### config.mk
export PLATFORM = sky130hd
export DESIGN_NAME = gpio_init_string_interpreter_unit_flat
export DESIGN_NICKNAME = d
export VERILOG_FILES = /design/src/hdl/gisi_pkg.sv /design/src/hdl/gisi_intf.sv /design/src/hdl/gpio_init_string_interpreter_unit.sv /design/src/hdl/gisi_front.sv /design/src/hdl/gisi_queue.sv /design/src/hdl/gisi_back.sv /design/src/flat_wrapper.sv
export SDC_FILE = /design/constraint.sdc
export NUM_CORES = 1
export LEC_CHECK = 0
export BUFFER_PORTS_ARGS = -buffer_cell sky130_fd_sc_hd__buf_4
export CAP_MARGIN = 20
export CORE_MARGIN = 2
export CORE_UTILIZATION = 60
export CTS_CLUSTER_SIZE = 14
export DETAILED_ROUTE_END_ITERATION = 10
export PLACE_DENSITY = 0.78
export SLEW_MARGIN = 20
export SYNTH_ARGS = -nofsm -noshare
export SYNTH_HDL_FRONTEND = slang
export SYNTH_SLANG_ARGS = --single-unit
### constraint.sdc
create_clock -name clk -period 11.46 [get_ports clk]
set_clock_uncertainty 0.2 [all_clocks]
set_input_delay 0 -clock clk [delete_from_list [all_inputs] [get_ports clk]]
set_output_delay 0 -clock clk [all_outputs]
set_load 0.01 [all_outputs]
### src/hdl/gisi_pkg.sv
// Package of the GPIO set-up string interpreter.
// Holds the character codes, status and action codes and the command record.
// No dependencies; every other file but gisi_intf imports it.
package gisi_pkg;

    localparam int MAX_CMD_CHARS_DEF = 8;
    localparam int NUM_PORTS_DEF     = 5;
    localparam int QUEUE_DEPTH       = 2;

    localparam logic [7:0] CH_COMMA = 8'h2C;
    localparam logic [7:0] CH_PLUS  = 8'h2B;
    localparam logic [7:0] CH_MINUS = 8'h2D;
    localparam logic [7:0] CH_TILDE = 8'h7E;
    localparam logic [7:0] CH_CARET = 8'h5E;
    localparam logic [7:0] CH_P     = 8'h50;
    localparam logic [7:0] CH_B     = 8'h42;
    localparam logic [7:0] CH_F     = 8'h46;
    localparam logic [7:0] CH_ZERO  = 8'h30;
    localparam logic [7:0] CH_SEVEN = 8'h37;

    localparam logic [1:0] KIND_NONE  = 2'd0;
    localparam logic [1:0] KIND_PORT  = 2'd1;
    localparam logic [1:0] KIND_PAUSE = 2'd2;

    localparam logic [2:0] ST_OK        = 3'd0;
    localparam logic [2:0] ST_TOO_LONG  = 3'd1;
    localparam logic [2:0] ST_BAD_PORT  = 3'd2;
    localparam logic [2:0] ST_BAD_PAUSE = 3'd3;
    localparam logic [2:0] ST_UNKNOWN   = 3'd4;
    localparam logic [2:0] ST_SKIPPED   = 3'd5;

    // Pin actions: data and direction both set, data cleared with output on,
    // both cleared, data set with input direction.
    localparam logic [1:0] ACT_OUT_HIGH = 2'd0;
    localparam logic [1:0] ACT_OUT_LOW  = 2'd1;
    localparam logic [1:0] ACT_IN_LOW   = 2'd2;
    localparam logic [1:0] ACT_IN_HIGH  = 2'd3;

    typedef struct packed {
        logic [1:0]  action_kind;
        logic [2:0]  status_code;
        logic [2:0]  port_index;
        logic [2:0]  pin;
        logic [1:0]  act;
        logic [15:0] pause_ms;
        logic [7:0]  char_position;
        logic        string_end;
    } gisi_cmd_t;

    typedef struct packed {
        logic [1:0]  action_kind;
        logic [2:0]  status_code;
        logic [2:0]  port_index;
        logic [7:0]  port_data_value;
        logic [7:0]  port_dir_value;
        logic [15:0] pause_ms;
        logic [7:0]  char_position;
        logic        string_end;
    } gisi_res_t;

endpackage

### src/hdl/gisi_intf.sv
// Channel interfaces of the GPIO set-up string interpreter.
// Character input channel and result output channel; no dependencies.
interface gisi_char_if;
    logic       valid;
    logic       ready;
    logic [7:0] char_code;
    logic       string_last;

    modport source (output valid, output char_code, output string_last, input ready);
    modport sink (input valid, input char_code, input string_last, output ready);
endinterface

interface gisi_result_if;
    logic        valid;
    logic        ready;
    logic [1:0]  action_kind;
    logic [2:0]  status_code;
    logic [2:0]  port_index;
    logic [7:0]  port_data_value;
    logic [7:0]  port_dir_value;
    logic [15:0] pause_ms;
    logic [7:0]  char_position;
    logic        string_end;

    modport source (output valid, output action_kind, output status_code,
                    output port_index, output port_data_value, output port_dir_value,
                    output pause_ms, output char_position, output string_end,
                    input ready);
    modport sink (input valid, input action_kind, input status_code,
                  input port_index, input port_data_value, input port_dir_value,
                  input pause_ms, input char_position, input string_end,
                  output ready);
endinterface

### src/hdl/gpio_init_string_interpreter_unit.sv
// Top level of the GPIO set-up string interpreter.
// Depends on gisi_pkg, gisi_intf, gisi_front, gisi_queue and gisi_back.
//
// Channel   Direction  Payload
// chars     in         char_code[7:0], string_last
// results   out        action_kind, status_code, port_index, port_data_value,
//                      port_dir_value, pause_ms, char_position, string_end
// cfg       in         cfg_we, cfg_wdata (validate_only)
//
// One character is accepted per cycle while the queue has room; the front end
// checks it in that cycle. A result turns valid after passing through the queue
// and then the output register. The queue holds two commands; input stalls only
// once both entries are full behind a result that waits at the output.
// Reset clears the port registers, the command state and the queue at once.
module gpio_init_string_interpreter_unit
    import gisi_pkg::*;
#(
    parameter int MAX_CMD_CHARS = MAX_CMD_CHARS_DEF,
    parameter int NUM_PORTS     = NUM_PORTS_DEF
)
(
    input  logic          clk,
    input  logic          rst_n,
    input  logic          cfg_we,
    input  logic          cfg_wdata,
    gisi_char_if.sink     chars,
    gisi_result_if.source results
);

    logic      validate_only_reg;
    logic      validate_only_next;
    logic      push;
    logic      pop;
    logic      not_full;
    logic      not_empty;
    gisi_cmd_t push_cmd;
    gisi_cmd_t pop_cmd;

    assign validate_only_next = cfg_we ? cfg_wdata : validate_only_reg;

    always_ff @(posedge clk or negedge rst_n)
    begin
        if (!rst_n)
        begin
            validate_only_reg <= 1'b0;
        end
        else
        begin
            validate_only_reg <= validate_only_next;
        end
    end

    gisi_front #(
        .MAX_CMD_CHARS (MAX_CMD_CHARS),
        .NUM_PORTS     (NUM_PORTS)
    ) u_front (
        .clk           (clk),
        .rst_n         (rst_n),
        .validate_only (validate_only_reg),
        .chars         (chars),
        .queue_ready   (not_full),
        .push          (push),
        .cmd           (push_cmd)
    );

    gisi_queue u_queue (
        .clk       (clk),
        .rst_n     (rst_n),
        .push      (push),
        .push_data (push_cmd),
        .not_full  (not_full),
        .pop       (pop),
        .not_empty (not_empty),
        .pop_data  (pop_cmd)
    );

    gisi_back #(
        .NUM_PORTS (NUM_PORTS)
    ) u_back (
        .clk       (clk),
        .rst_n     (rst_n),
        .cmd_valid (not_empty),
        .cmd       (pop_cmd),
        .pop       (pop),
        .results   (results)
    );

endmodule

### src/hdl/gisi_front.sv
// Front end: accepts characters, gathers the command and checks it on the fly.
// Depends on gisi_pkg and gisi_char_if; emits command records to the queue.
module gisi_front
    import gisi_pkg::*;
#(
    parameter int MAX_CMD_CHARS = MAX_CMD_CHARS_DEF,
    parameter int NUM_PORTS     = NUM_PORTS_DEF
)
(
    input  logic             clk,
    input  logic             rst_n,
    input  logic             validate_only,
    gisi_char_if.sink        chars,
    input  logic             queue_ready,
    output logic             push,
    output gisi_cmd_t        cmd
);

    localparam int LEN_W = $clog2(MAX_CMD_CHARS + 1);

    logic [LEN_W-1:0] len_reg, len_next;
    logic [7:0]       first_reg, first_next;
    logic [7:0]       pin_reg, pin_next;
    logic [7:0]       act_reg, act_next;
    logic [15:0]      pause_reg, pause_next;
    logic [7:0]       pos_reg, pos_next;
    logic             aborted_reg, aborted_next;
    logic             accept;
    logic             is_comma;
    logic             ends;
    logic             err;
    logic [7:0]       port_num;
    logic             act_valid;
    logic [1:0]       act_code;
    logic [2:0]       status;

    assign chars.ready = queue_ready;
    assign accept      = chars.valid && queue_ready;
    assign is_comma    = (chars.char_code == CH_COMMA);
    assign ends        = is_comma || chars.string_last;
    assign port_num    = first_next - CH_B;

    always_comb
    begin
        act_valid = 1'b1;
        act_code  = ACT_OUT_HIGH;
        priority if (act_next == CH_PLUS)
        begin
            act_code = ACT_OUT_HIGH;
        end
        else if (act_next == CH_MINUS)
        begin
            act_code = ACT_OUT_LOW;
        end
        else if (act_next == CH_TILDE)
        begin
            act_code = ACT_IN_LOW;
        end
        else if (act_next == CH_CARET)
        begin
            act_code = ACT_IN_HIGH;
        end
        else
        begin
            act_valid = 1'b0;
        end
    end

    always_comb
    begin
        len_next     = len_reg;
        first_next   = first_reg;
        pin_next     = pin_reg;
        act_next     = act_reg;
        pause_next   = pause_reg;
        pos_next     = pos_reg;
        aborted_next = aborted_reg;
        push         = 1'b0;
        err          = 1'b0;
        status       = ST_OK;
        cmd          = '0;
        cmd.char_position = pos_reg;
        cmd.string_end    = chars.string_last;
        if (accept)
        begin
            pos_next = pos_reg + 8'd1;
            if (aborted_reg)
            begin
                push            = 1'b1;
                cmd.status_code = ST_SKIPPED;
            end
            else
            begin
                if (!is_comma)
                begin
                    if (len_reg >= LEN_W'(MAX_CMD_CHARS))
                    begin
                        push            = 1'b1;
                        cmd.status_code = ST_TOO_LONG;
                        err             = 1'b1;
                    end
                    else
                    begin
                        if (len_reg == '0)
                        begin
                            first_next = chars.char_code;
                            pause_next = '0;
                        end
                        else
                        begin
                            pause_next = {pause_reg[12:0], 3'b000} + {pause_reg[14:0], 1'b0}
                                         + {8'd0, chars.char_code} - {8'd0, CH_ZERO};
                        end
                        if (len_reg == LEN_W'(1))
                        begin
                            pin_next = chars.char_code;
                        end
                        if (len_reg == LEN_W'(2))
                        begin
                            act_next = chars.char_code;
                        end
                        len_next = len_reg + LEN_W'(1);
                    end
                end
                if (!err && ends)
                begin
                    push = 1'b1;
                    priority if (len_next == '0)
                    begin
                        status = ST_UNKNOWN;
                    end
                    else if (first_next == CH_P)
                    begin
                        if (len_next < LEN_W'(2))
                        begin
                            status = ST_BAD_PAUSE;
                        end
                        else if (!validate_only)
                        begin
                            cmd.action_kind = KIND_PAUSE;
                            cmd.pause_ms    = pause_next;
                        end
                    end
                    else if (first_next >= CH_B && first_next <= CH_F)
                    begin
                        if (len_next != LEN_W'(3) || port_num >= 8'(NUM_PORTS)
                            || pin_next < CH_ZERO || pin_next > CH_SEVEN || !act_valid)
                        begin
                            status = ST_BAD_PORT;
                        end
                        else if (!validate_only)
                        begin
                            cmd.action_kind = KIND_PORT;
                            cmd.port_index  = port_num[2:0];
                            cmd.pin         = pin_next[2:0];
                            cmd.act         = act_code;
                        end
                    end
                    else
                    begin
                        status = ST_UNKNOWN;
                    end
                    cmd.status_code = status;
                    err             = (status != ST_OK);
                    len_next        = '0;
                end
                if (err)
                begin
                    aborted_next = 1'b1;
                end
            end
            if (chars.string_last)
            begin
                len_next     = '0;
                pos_next     = '0;
                aborted_next = 1'b0;
            end
        end
    end

    always_ff @(posedge clk or negedge rst_n)
    begin
        if (!rst_n)
        begin
            len_reg     <= '0;
            pos_reg     <= '0;
            aborted_reg <= 1'b0;
        end
        else
        begin
            len_reg     <= len_next;
            pos_reg     <= pos_next;
            aborted_reg <= aborted_next;
        end
    end

    always_ff @(posedge clk)
    begin
        first_reg <= first_next;
        pin_reg   <= pin_next;
        act_reg   <= act_next;
        pause_reg <= pause_next;
    end

    a_error_aborts: assert property (@(posedge clk) disable iff (!rst_n)
        (push && cmd.status_code != ST_OK && cmd.status_code != ST_SKIPPED
         && !cmd.string_end) |=> aborted_reg)
        else $error("Error status did not abort the string.");

endmodule

### src/hdl/gisi_queue.sv
// Short command queue between the front end and the back end.
// Depends on gisi_pkg for the command record and the depth.
module gisi_queue
    import gisi_pkg::*;
(
    input  logic      clk,
    input  logic      rst_n,
    input  logic      push,
    input  gisi_cmd_t push_data,
    output logic      not_full,
    input  logic      pop,
    output logic      not_empty,
    output gisi_cmd_t pop_data
);

    localparam int PTR_W = $clog2(QUEUE_DEPTH);
    localparam int CNT_W = $clog2(QUEUE_DEPTH + 1);

    gisi_cmd_t        entry_reg [QUEUE_DEPTH];
    logic [PTR_W-1:0] wr_ptr_reg, wr_ptr_next;
    logic [PTR_W-1:0] rd_ptr_reg, rd_ptr_next;
    logic [CNT_W-1:0] count_reg, count_next;

    assign not_full  = (count_reg != CNT_W'(QUEUE_DEPTH));
    assign not_empty = (count_reg != '0);
    assign pop_data  = entry_reg[rd_ptr_reg];

    always_comb
    begin
        wr_ptr_next = push ? wr_ptr_reg + PTR_W'(1) : wr_ptr_reg;
        rd_ptr_next = pop ? rd_ptr_reg + PTR_W'(1) : rd_ptr_reg;
        count_next  = count_reg + CNT_W'(push) - CNT_W'(pop);
    end

    always_ff @(posedge clk or negedge rst_n)
    begin
        if (!rst_n)
        begin
            wr_ptr_reg <= '0;
            rd_ptr_reg <= '0;
            count_reg  <= '0;
        end
        else
        begin
            wr_ptr_reg <= wr_ptr_next;
            rd_ptr_reg <= rd_ptr_next;
            count_reg  <= count_next;
        end
    end

    always_ff @(posedge clk)
    begin
        if (push)
        begin
            entry_reg[wr_ptr_reg] <= push_data;
        end
    end

    a_no_overflow: assert property (@(posedge clk) disable iff (!rst_n)
        push |-> (not_full || pop))
        else $error("Queue written while full.");

    a_count_tracks: assert property (@(posedge clk) disable iff (!rst_n)
        (push && !pop) |=> (count_reg == $past(count_reg) + CNT_W'(1)))
        else $error("Queue count lost a write.");

endmodule

### src/hdl/gisi_back.sv
// Back end: carries out port updates on the port registers and holds the result.
// Depends on gisi_pkg and gisi_result_if; reads command records from the queue.
module gisi_back
    import gisi_pkg::*;
#(
    parameter int NUM_PORTS = NUM_PORTS_DEF
)
(
    input  logic         clk,
    input  logic         rst_n,
    input  logic         cmd_valid,
    input  gisi_cmd_t    cmd,
    output logic         pop,
    gisi_result_if.source results
);

    localparam int PIDX_W = (NUM_PORTS > 1) ? $clog2(NUM_PORTS) : 1;

    logic [7:0]        data_reg [NUM_PORTS];
    logic [7:0]        dir_reg [NUM_PORTS];
    logic              out_valid_reg, out_valid_next;
    gisi_res_t         res_reg, res_next;
    logic [PIDX_W-1:0] pidx;
    logic [7:0]        mask;
    logic [7:0]        new_data;
    logic [7:0]        new_dir;
    logic              is_port;

    assign pop     = cmd_valid && (!out_valid_reg || results.ready);
    assign pidx    = cmd.port_index[PIDX_W-1:0];
    assign mask    = 8'd1 << cmd.pin;
    assign is_port = (cmd.action_kind == KIND_PORT);

    always_comb
    begin
        new_data = data_reg[pidx];
        new_dir  = dir_reg[pidx];
        unique case (cmd.act)
            ACT_OUT_HIGH:
            begin
                new_data = new_data | mask;
                new_dir  = new_dir | mask;
            end
            ACT_OUT_LOW:
            begin
                new_data = new_data & ~mask;
                new_dir  = new_dir | mask;
            end
            ACT_IN_LOW:
            begin
                new_data = new_data & ~mask;
                new_dir  = new_dir & ~mask;
            end
            ACT_IN_HIGH:
            begin
                new_data = new_data | mask;
                new_dir  = new_dir & ~mask;
            end
            default:
            begin
                new_data = data_reg[pidx];
                new_dir  = dir_reg[pidx];
            end
        endcase
    end

    always_comb
    begin
        out_valid_next = out_valid_reg;
        res_next       = res_reg;
        if (results.ready)
        begin
            out_valid_next = 1'b0;
        end
        if (pop)
        begin
            out_valid_next           = 1'b1;
            res_next.action_kind     = cmd.action_kind;
            res_next.status_code     = cmd.status_code;
            res_next.port_index      = cmd.port_index;
            res_next.port_data_value = is_port ? new_data : 8'd0;
            res_next.port_dir_value  = is_port ? new_dir : 8'd0;
            res_next.pause_ms        = cmd.pause_ms;
            res_next.char_position   = cmd.char_position;
            res_next.string_end      = cmd.string_end;
        end
    end

    always_ff @(posedge clk or negedge rst_n)
    begin
        if (!rst_n)
        begin
            out_valid_reg <= 1'b0;
            for (int p = 0; p < NUM_PORTS; p++)
            begin
                data_reg[p] <= 8'd0;
                dir_reg[p]  <= 8'd0;
            end
        end
        else
        begin
            out_valid_reg <= out_valid_next;
            for (int p = 0; p < NUM_PORTS; p++)
            begin
                if (pop && is_port && pidx == PIDX_W'(p))
                begin
                    data_reg[p] <= new_data;
                    dir_reg[p]  <= new_dir;
                end
            end
        end
    end

    always_ff @(posedge clk)
    begin
        res_reg <= res_next;
    end

    assign results.valid           = out_valid_reg;
    assign results.action_kind     = res_reg.action_kind;
    assign results.status_code     = res_reg.status_code;
    assign results.port_index      = res_reg.port_index;
    assign results.port_data_value = res_reg.port_data_value;
    assign results.port_dir_value  = res_reg.port_dir_value;
    assign results.pause_ms        = res_reg.pause_ms;
    assign results.char_position   = res_reg.char_position;
    assign results.string_end      = res_reg.string_end;

    a_action_only_ok: assert property (@(posedge clk) disable iff (!rst_n)
        (out_valid_reg && res_reg.action_kind != KIND_NONE) |-> (res_reg.status_code == ST_OK))
        else $error("Action issued with an error status.");

endmodule

### src/flat_wrapper.sv
// flat-port wrapper written by rule: the top's interface ports become plain ports
module gpio_init_string_interpreter_unit_flat import gisi_pkg::*;
#(
    parameter int MAX_CMD_CHARS = MAX_CMD_CHARS_DEF,
    parameter int NUM_PORTS     = NUM_PORTS_DEF
)
  (clk, rst_n, cfg_we, cfg_wdata, chars_valid, chars_char_code, chars_string_last, chars_ready, results_valid, results_action_kind, results_status_code, results_port_index, results_port_data_value, results_port_dir_value, results_pause_ms, results_char_position, results_string_end, results_ready);
  gisi_char_if chars_i ();
  gisi_result_if results_i ();
  input  logic clk;
  input  logic rst_n;
  input  logic cfg_we;
  input  logic cfg_wdata;
  input wire logic [$bits(chars_i.valid)-1:0] chars_valid;
  input wire logic [$bits(chars_i.char_code)-1:0] chars_char_code;
  input wire logic [$bits(chars_i.string_last)-1:0] chars_string_last;
  output wire logic [$bits(chars_i.ready)-1:0] chars_ready;
  output wire logic [$bits(results_i.valid)-1:0] results_valid;
  output wire logic [$bits(results_i.action_kind)-1:0] results_action_kind;
  output wire logic [$bits(results_i.status_code)-1:0] results_status_code;
  output wire logic [$bits(results_i.port_index)-1:0] results_port_index;
  output wire logic [$bits(results_i.port_data_value)-1:0] results_port_data_value;
  output wire logic [$bits(results_i.port_dir_value)-1:0] results_port_dir_value;
  output wire logic [$bits(results_i.pause_ms)-1:0] results_pause_ms;
  output wire logic [$bits(results_i.char_position)-1:0] results_char_position;
  output wire logic [$bits(results_i.string_end)-1:0] results_string_end;
  input wire logic [$bits(results_i.ready)-1:0] results_ready;
  assign chars_i.valid = chars_valid;
  assign chars_i.char_code = chars_char_code;
  assign chars_i.string_last = chars_string_last;
  assign chars_ready = chars_i.ready;
  assign results_valid = results_i.valid;
  assign results_action_kind = results_i.action_kind;
  assign results_status_code = results_i.status_code;
  assign results_port_index = results_i.port_index;
  assign results_port_data_value = results_i.port_data_value;
  assign results_port_dir_value = results_i.port_dir_value;
  assign results_pause_ms = results_i.pause_ms;
  assign results_char_position = results_i.char_position;
  assign results_string_end = results_i.string_end;
  assign results_i.ready = results_ready;
  gpio_init_string_interpreter_unit #(.MAX_CMD_CHARS(MAX_CMD_CHARS), .NUM_PORTS(NUM_PORTS)) u_core (.clk(clk), .rst_n(rst_n), .cfg_we(cfg_we), .cfg_wdata(cfg_wdata), .chars(chars_i), .results(results_i));
endmodule
== Word-level counts from Yosys, hierarchy flattened ==
Memories as Yosys holds them, arrays and structs flattened.
Index checks and enable logic that the tools add are counted.
Storage, ports and cells
  output and inout port bits: 51
  memories: 1
  logic and storage cells: 199
  input bits: 15
  bits in writable memories: 76
  bits in registers: 188
Operators by class
  magnitude comparators: 8
  multiplexer cells: 91
  eq/ne operators: 19
  shift operators: 1
  reductions and logical operators: 32
  bitwise operators: 7
  $add $sub $neg: 10
Memories
  u_core.u_queue.entry_reg: depth 2, bits a word 38, rd ports 1, clocked after Yosys merged registers in 0, write ports 1, line gisi_queue.sv:19  | gisi_cmd_t entry_reg [QUEUE_DEPTH];
Operators by type and width (count)
  $mux 8: 26
  $mux 16: 6
  $mux 29: 2
  $bmux 8 s3: 2
  $mux 24: 2
  $pmux 8 s2: 2
  $mux 4: 7
  $mux 1: 26
  $eq 8x6->1 const B: 3
  $eq 8x7->1 const B: 3
  $mux 2: 11
  $mux 3: 7
  $add 16x16->16: 1
  $add 16x8->16: 1
  $and 8x8->8: 2
  $or 8x8->8: 2
  $sub 16x6->16 const B: 1
  $logic_and 1x1->1: 10
  $add 8x1->8 const B: 1
  $ge 4x4->1 const B: 2
  $ge 8x3->1 const B: 1
  $ge 8x7->1 const B: 1
  $gt 8x6->1 const B: 1
  $le 8x7->1 const B: 1
  29 further kinds: 47

== Longest topological paths before layout ==
  depth after elaboration: 28
  depth in mapped cells: 15

== Cells and area by module ==
A second synthesis with hierarchy kept.
Second synthesis, totals
  cell total of the unflattened synthesis: 1187
  area, all modules: 13220.2 sq um
Modules (own cells, without submodules)
  gisi_back: area an instance 5945.7 sq um, seq. area each 3498.4 sq um, cells an instance 580, times used 1
  gisi_front: area an instance 4246.6 sq um, seq. area each 1366.3 sq um, cells an instance 472, times used 1
  gisi_queue: area an instance 2987.9 sq um, seq. area each 2382.3 sq um, cells an instance 133, times used 1
  gpio_init_string_interpreter_unit: area an instance 40.0 sq um, seq. area each 25.0 sq um, cells an instance 2, times used 1

== Least setup slack after synthesis ==
Ideal clock, no wire load.
  path kind: register to register
  start point: register u_core.u_queue.count_reg[1]
  end point: memory u_core.u_queue.entry_reg[0][0] (netlist name) (enable)
  path buffers: 1
  required time: 10.780 ns
  stages on the path, launching flop included: 5
  setup slack: 7.122 ns
  data arrival time: 3.657 ns
  cells stage by stage: dfrtp_1 nand2b_1 nand2_1 clkbuf_1 nor3_1
Between the ends
  cells in the longest elaborated chain, start to end: 5
RTL lines
  start, declared: line gisi_queue.sv:22  | logic [CNT_W-1:0] count_reg, count_next;
  start signal, assigned: line gisi_queue.sv:47  | count_reg <= count_next;
  $ne 2x2->1: line gisi_queue.sv:24  | assign not_full = (count_reg != CNT_W'(QUEUE_DEPTH));
  via chars_ready: line flat_wrapper.sv:17  | output wire logic [$bits(chars_i.ready)-1:0] chars_ready;
  $logic_and 1x1->1: line gisi_front.sv:38  | assign accept = chars.valid && queue_ready;
  $mux 1: line gisi_front.sv:84  | if (accept)
  $mux 1: line gisi_queue.sv:53  | if (push)
  $mux 1 (implied by the code): line gisi_queue.sv:55  | entry_reg[wr_ptr_reg] <= push_data;
  end, declared: line gisi_queue.sv:19
The timed path passes the listed nets, and every way through them passes these cells.

==> results.md <==
* Final period util at 0.364
* Synth top area share at 0.360
* CP endpoint kind: flop
* # nets final at 1,067
* CTS tree: yes
* Buffers on Ports at 65
* Hold_sp: cfg_we
* Top Layer Used: met4
* Cell depth of the worst hold path at 3
* Delay-heaviest family, CP: compound AO/OA/AOI/OAI gates
* DP HPWL at 16.8 mm
* Clock Tree Root: clkbuf_16
* Area of the multi-input gates at 4800 µm²
* Vias per cell at 6.01
* Total Power at 4.33 mW
* Initial Utilization at 0.612
* Worst R2R End: u_core.u_queue.entry_reg[0][20]
* Wl on met1 at 11.2 mm
* Synthesized instance count at 923
* Post-place setup slack at 7310 ps
* Sequential share of power at 0.369
* Die width at 148 µm
* GRT Total Usage at 0.240
* Leading area contributor after synthesis: edfxtp_1
* Most common cell on crit path: fa_1
* Top-count cell post-synth: edfxtp_1
* Power density cells at 303 nW/µm²
* Row cnt at 52
* Post-cts resize count at 0
* Met2 wire length at 12.5 mm
* DR vias at 7,794
* CP max stage delay at 610 ps
* Final Max Slew Viols at 0
* Post-synth top cells: edfxtp_1 (149), mux2_2 (130), dfrtp_1 (99)
* Grt ovf at 0
* Fmax at 0.240 GHz
* Ant diodes at 0
* Sequential cell area at 7270 µm²
* Worst setup margin at 7290 ps
* Worst relative slew slack at 0.327
* Dpl cells at 1,228
* Post-synth EDFFs at 149
* Leading post-synthesis cells by cell area: edfxtp_1 (36%), dfrtp_1 (20%), mux2_2 (12%), ha_1 (4.1%), mux4_2 (2.9%)
* Status: complete, no violations
* Maximum vdd drop at 0.000356 V
* Placer Congestion at 0.888
* # setup viols final at 0
* Antenna-violating nets left at 0
* Core ar. at 20,300 µm²
* Cell variety after synth at 72
* Fin Setup TNS at 0 ps
* Gate power share at 0.422
* Hold Path Sink: u_core.validate_only_reg
* Register bit count reported by yosys at 264
* CTS buffer count at 27
* First-pass GRT wire length at 41.6 mm
* Unrepaired setup endpoints after global routing: false
* Slowest CP cell: o41ai_1
* Post-Route WL at 25.7 mm
* Leak at 6.02 nW
* Max FFs per register at 76
* Die area at 21,900 µm²
* Final Instance Count excl. Fillers at 1,296
* Post-synthesis sequential area ratio at 0.585
* Initial antenna violation count at 0
* Worst-path clk slew at 60 ps
* FILL cells at 1,397
* Worst Hold Class: input port to flop
* Tightest Pin Transition at 1010 ps
* Syn_nets at 985
* Drt wl/cell at 19.8 µm
* Internal Pwr Total at 2.76 mW
* Crit-path cells: fa_1, fa_1, inv_1, fa_1, nor2b_1, o21ai_0, a21boi_0, o211ai_1, a21boi_0, nor3_1, o41ai_1, and2_1
* Worst r2r path cells at 12
* Clk pwr share at 0.209
* Cts hold-fix bufs at 18
* Fin crit period at 4170 ps
* Vias in the first global route at 7,865
* Max-Cap Viols at 0
* Crit-path max FO at 3
* I/O pins at 66
* R2r startpoint: u_core.u_front.pause_reg[2]
* Ys Warns at 0
* Max Root-Sink Buffers at 3
* DRC viols at 0
* Most used DFF post-synth: edfxtp_1
* Post-Syn Area at 12,400 µm²
* Share of post-route cells with drive strength above 1 at 0.268
* WL met3 at 1.61 mm
* Die height at 148 µm
* Clk Latency, worst-skew pair at 530 ps
* Initial drt markers at 720
* Buf+Inv Stages, Crit Path at 1
* CTS Sinks at 264
* Sw power at 1.57 mW
* Synth Area per Inst at 13.5 µm²
* Fin. Hold Viols at 0
* H-tree levels at 1
* TritonRoute pass-1 iters at 5
* R2R Setup Slk at 7290 ps
* Crit path required time at 11,640 ps
* Area growth syn-to-layout at 15.0%
* Critical path class: flop to flop
* Startpoint Class: flop
* Worst Path Arrival at 4360 ps
* Setup bufs post-CTS at 0
* Synth async-reset ratio at 0.375
* Worst hold slack at 68.8 ps
* Switch share at 0.362
* Pin count of the biggest net entering global routing at 51
[cell families after synthesis]
kind of cell,synth area share
adders and majority gates,0.0509
AOI/OAI and AO/OA,0.0729
buffers and inverters,0.0305
DFF,0.585
muxes,0.157
xor gates and xnor gates,0.0148
and+or+nand+nor,0.0891
[worst min-delay path, delay by kind of cell]
family,cells,cell delay [ps]
buf+inv,2,610
mux,1,140
[layout make-up]
class                      count  area share
sequential                   264       0.509
clock inverter                17      0.0147
inverter                      58      0.0153
tap                          270      0.0236
clock buffer                  33      0.0502
timing repair buffer          90      0.0516
multi-input combinational    564       0.336
[power by group through the flow]
stage / clock network [mW] / registers, mW / logic (mW)
finish: 0.907 / 1.60 / 1.83
global route: 0.962 / 1.63 / 2.02
CTS: 0.921 / 1.60 / 1.82
global placement: 0 / 1.59 / 1.75
detailed placement: 0 / 1.61 / 1.79
floorplan: 0 / 1.57 / 1.30
[how the worst max path moves through the flow]
stage	endpoint	start	slack [ps]	cells after the start
3_5_place_dp	u_core.u_queue.entry_reg[1][26]	u_core.u_front.len_reg[0]	7310	9
4_1_cts	u_core.u_queue.entry_reg[1][26]	u_core.u_front.len_reg[0]	7290	9
6_report	u_core.u_queue.entry_reg[0][20]	u_core.u_front.pause_reg[2]	7290	12
3_3_place_gp	u_core.u_queue.entry_reg[0][25]	u_core.u_front.len_reg[0]	7540	9
2_1_floorplan	u_core.u_queue.entry_reg[0][0]	u_core.u_queue.count_reg[1]	7120	4
5_1_grt	u_core.u_queue.entry_reg[0][20]	u_core.u_front.pause_reg[0]	7200	12
[through the flow]
step	instance area, µm²	util
floorplan	12400	-
global placement	13200	0.648
detailed placement	13200	0.648
CTS	14300	0.704
global route	14300	0.704
finish	14300	0.704
[cells in the final DEF, fill, tap and decap left out, types with 8 or more instances in the layout]
master,Yosys,final
buf_4,0,72
ha_1,41,41
dlygate4sd3_1,0,17
clkbuf_16,0,27
nor2_1,23,22
dfxtp_1,16,16
mux2_2,130,130
inv_1,58,57
mux2i_1,11,11
edfxtp_1,149,149
dfrtp_1,99,98
nand2_1,62,62
nor3_1,15,14
nor2b_1,32,32
xnor2_1,14,14
a21oi_1,33,33
o21ai_0,30,30
nand3_1,14,14
nand2b_1,11,11
a22o_1,11,11
and3_1,8,8
mux4_2,16,16
a221oi_1,9,9
[routing by layer]
metal | up-vias | track usage
met5 | - | 0
met4 | 0 | 0.0519
met3 | 35 | 0.0336
met2 | 268 | 0.391
met1 | 3904 | 0.349
li1 | 3587 | -
Note: power is estimated with default switching activity, not from simulation.
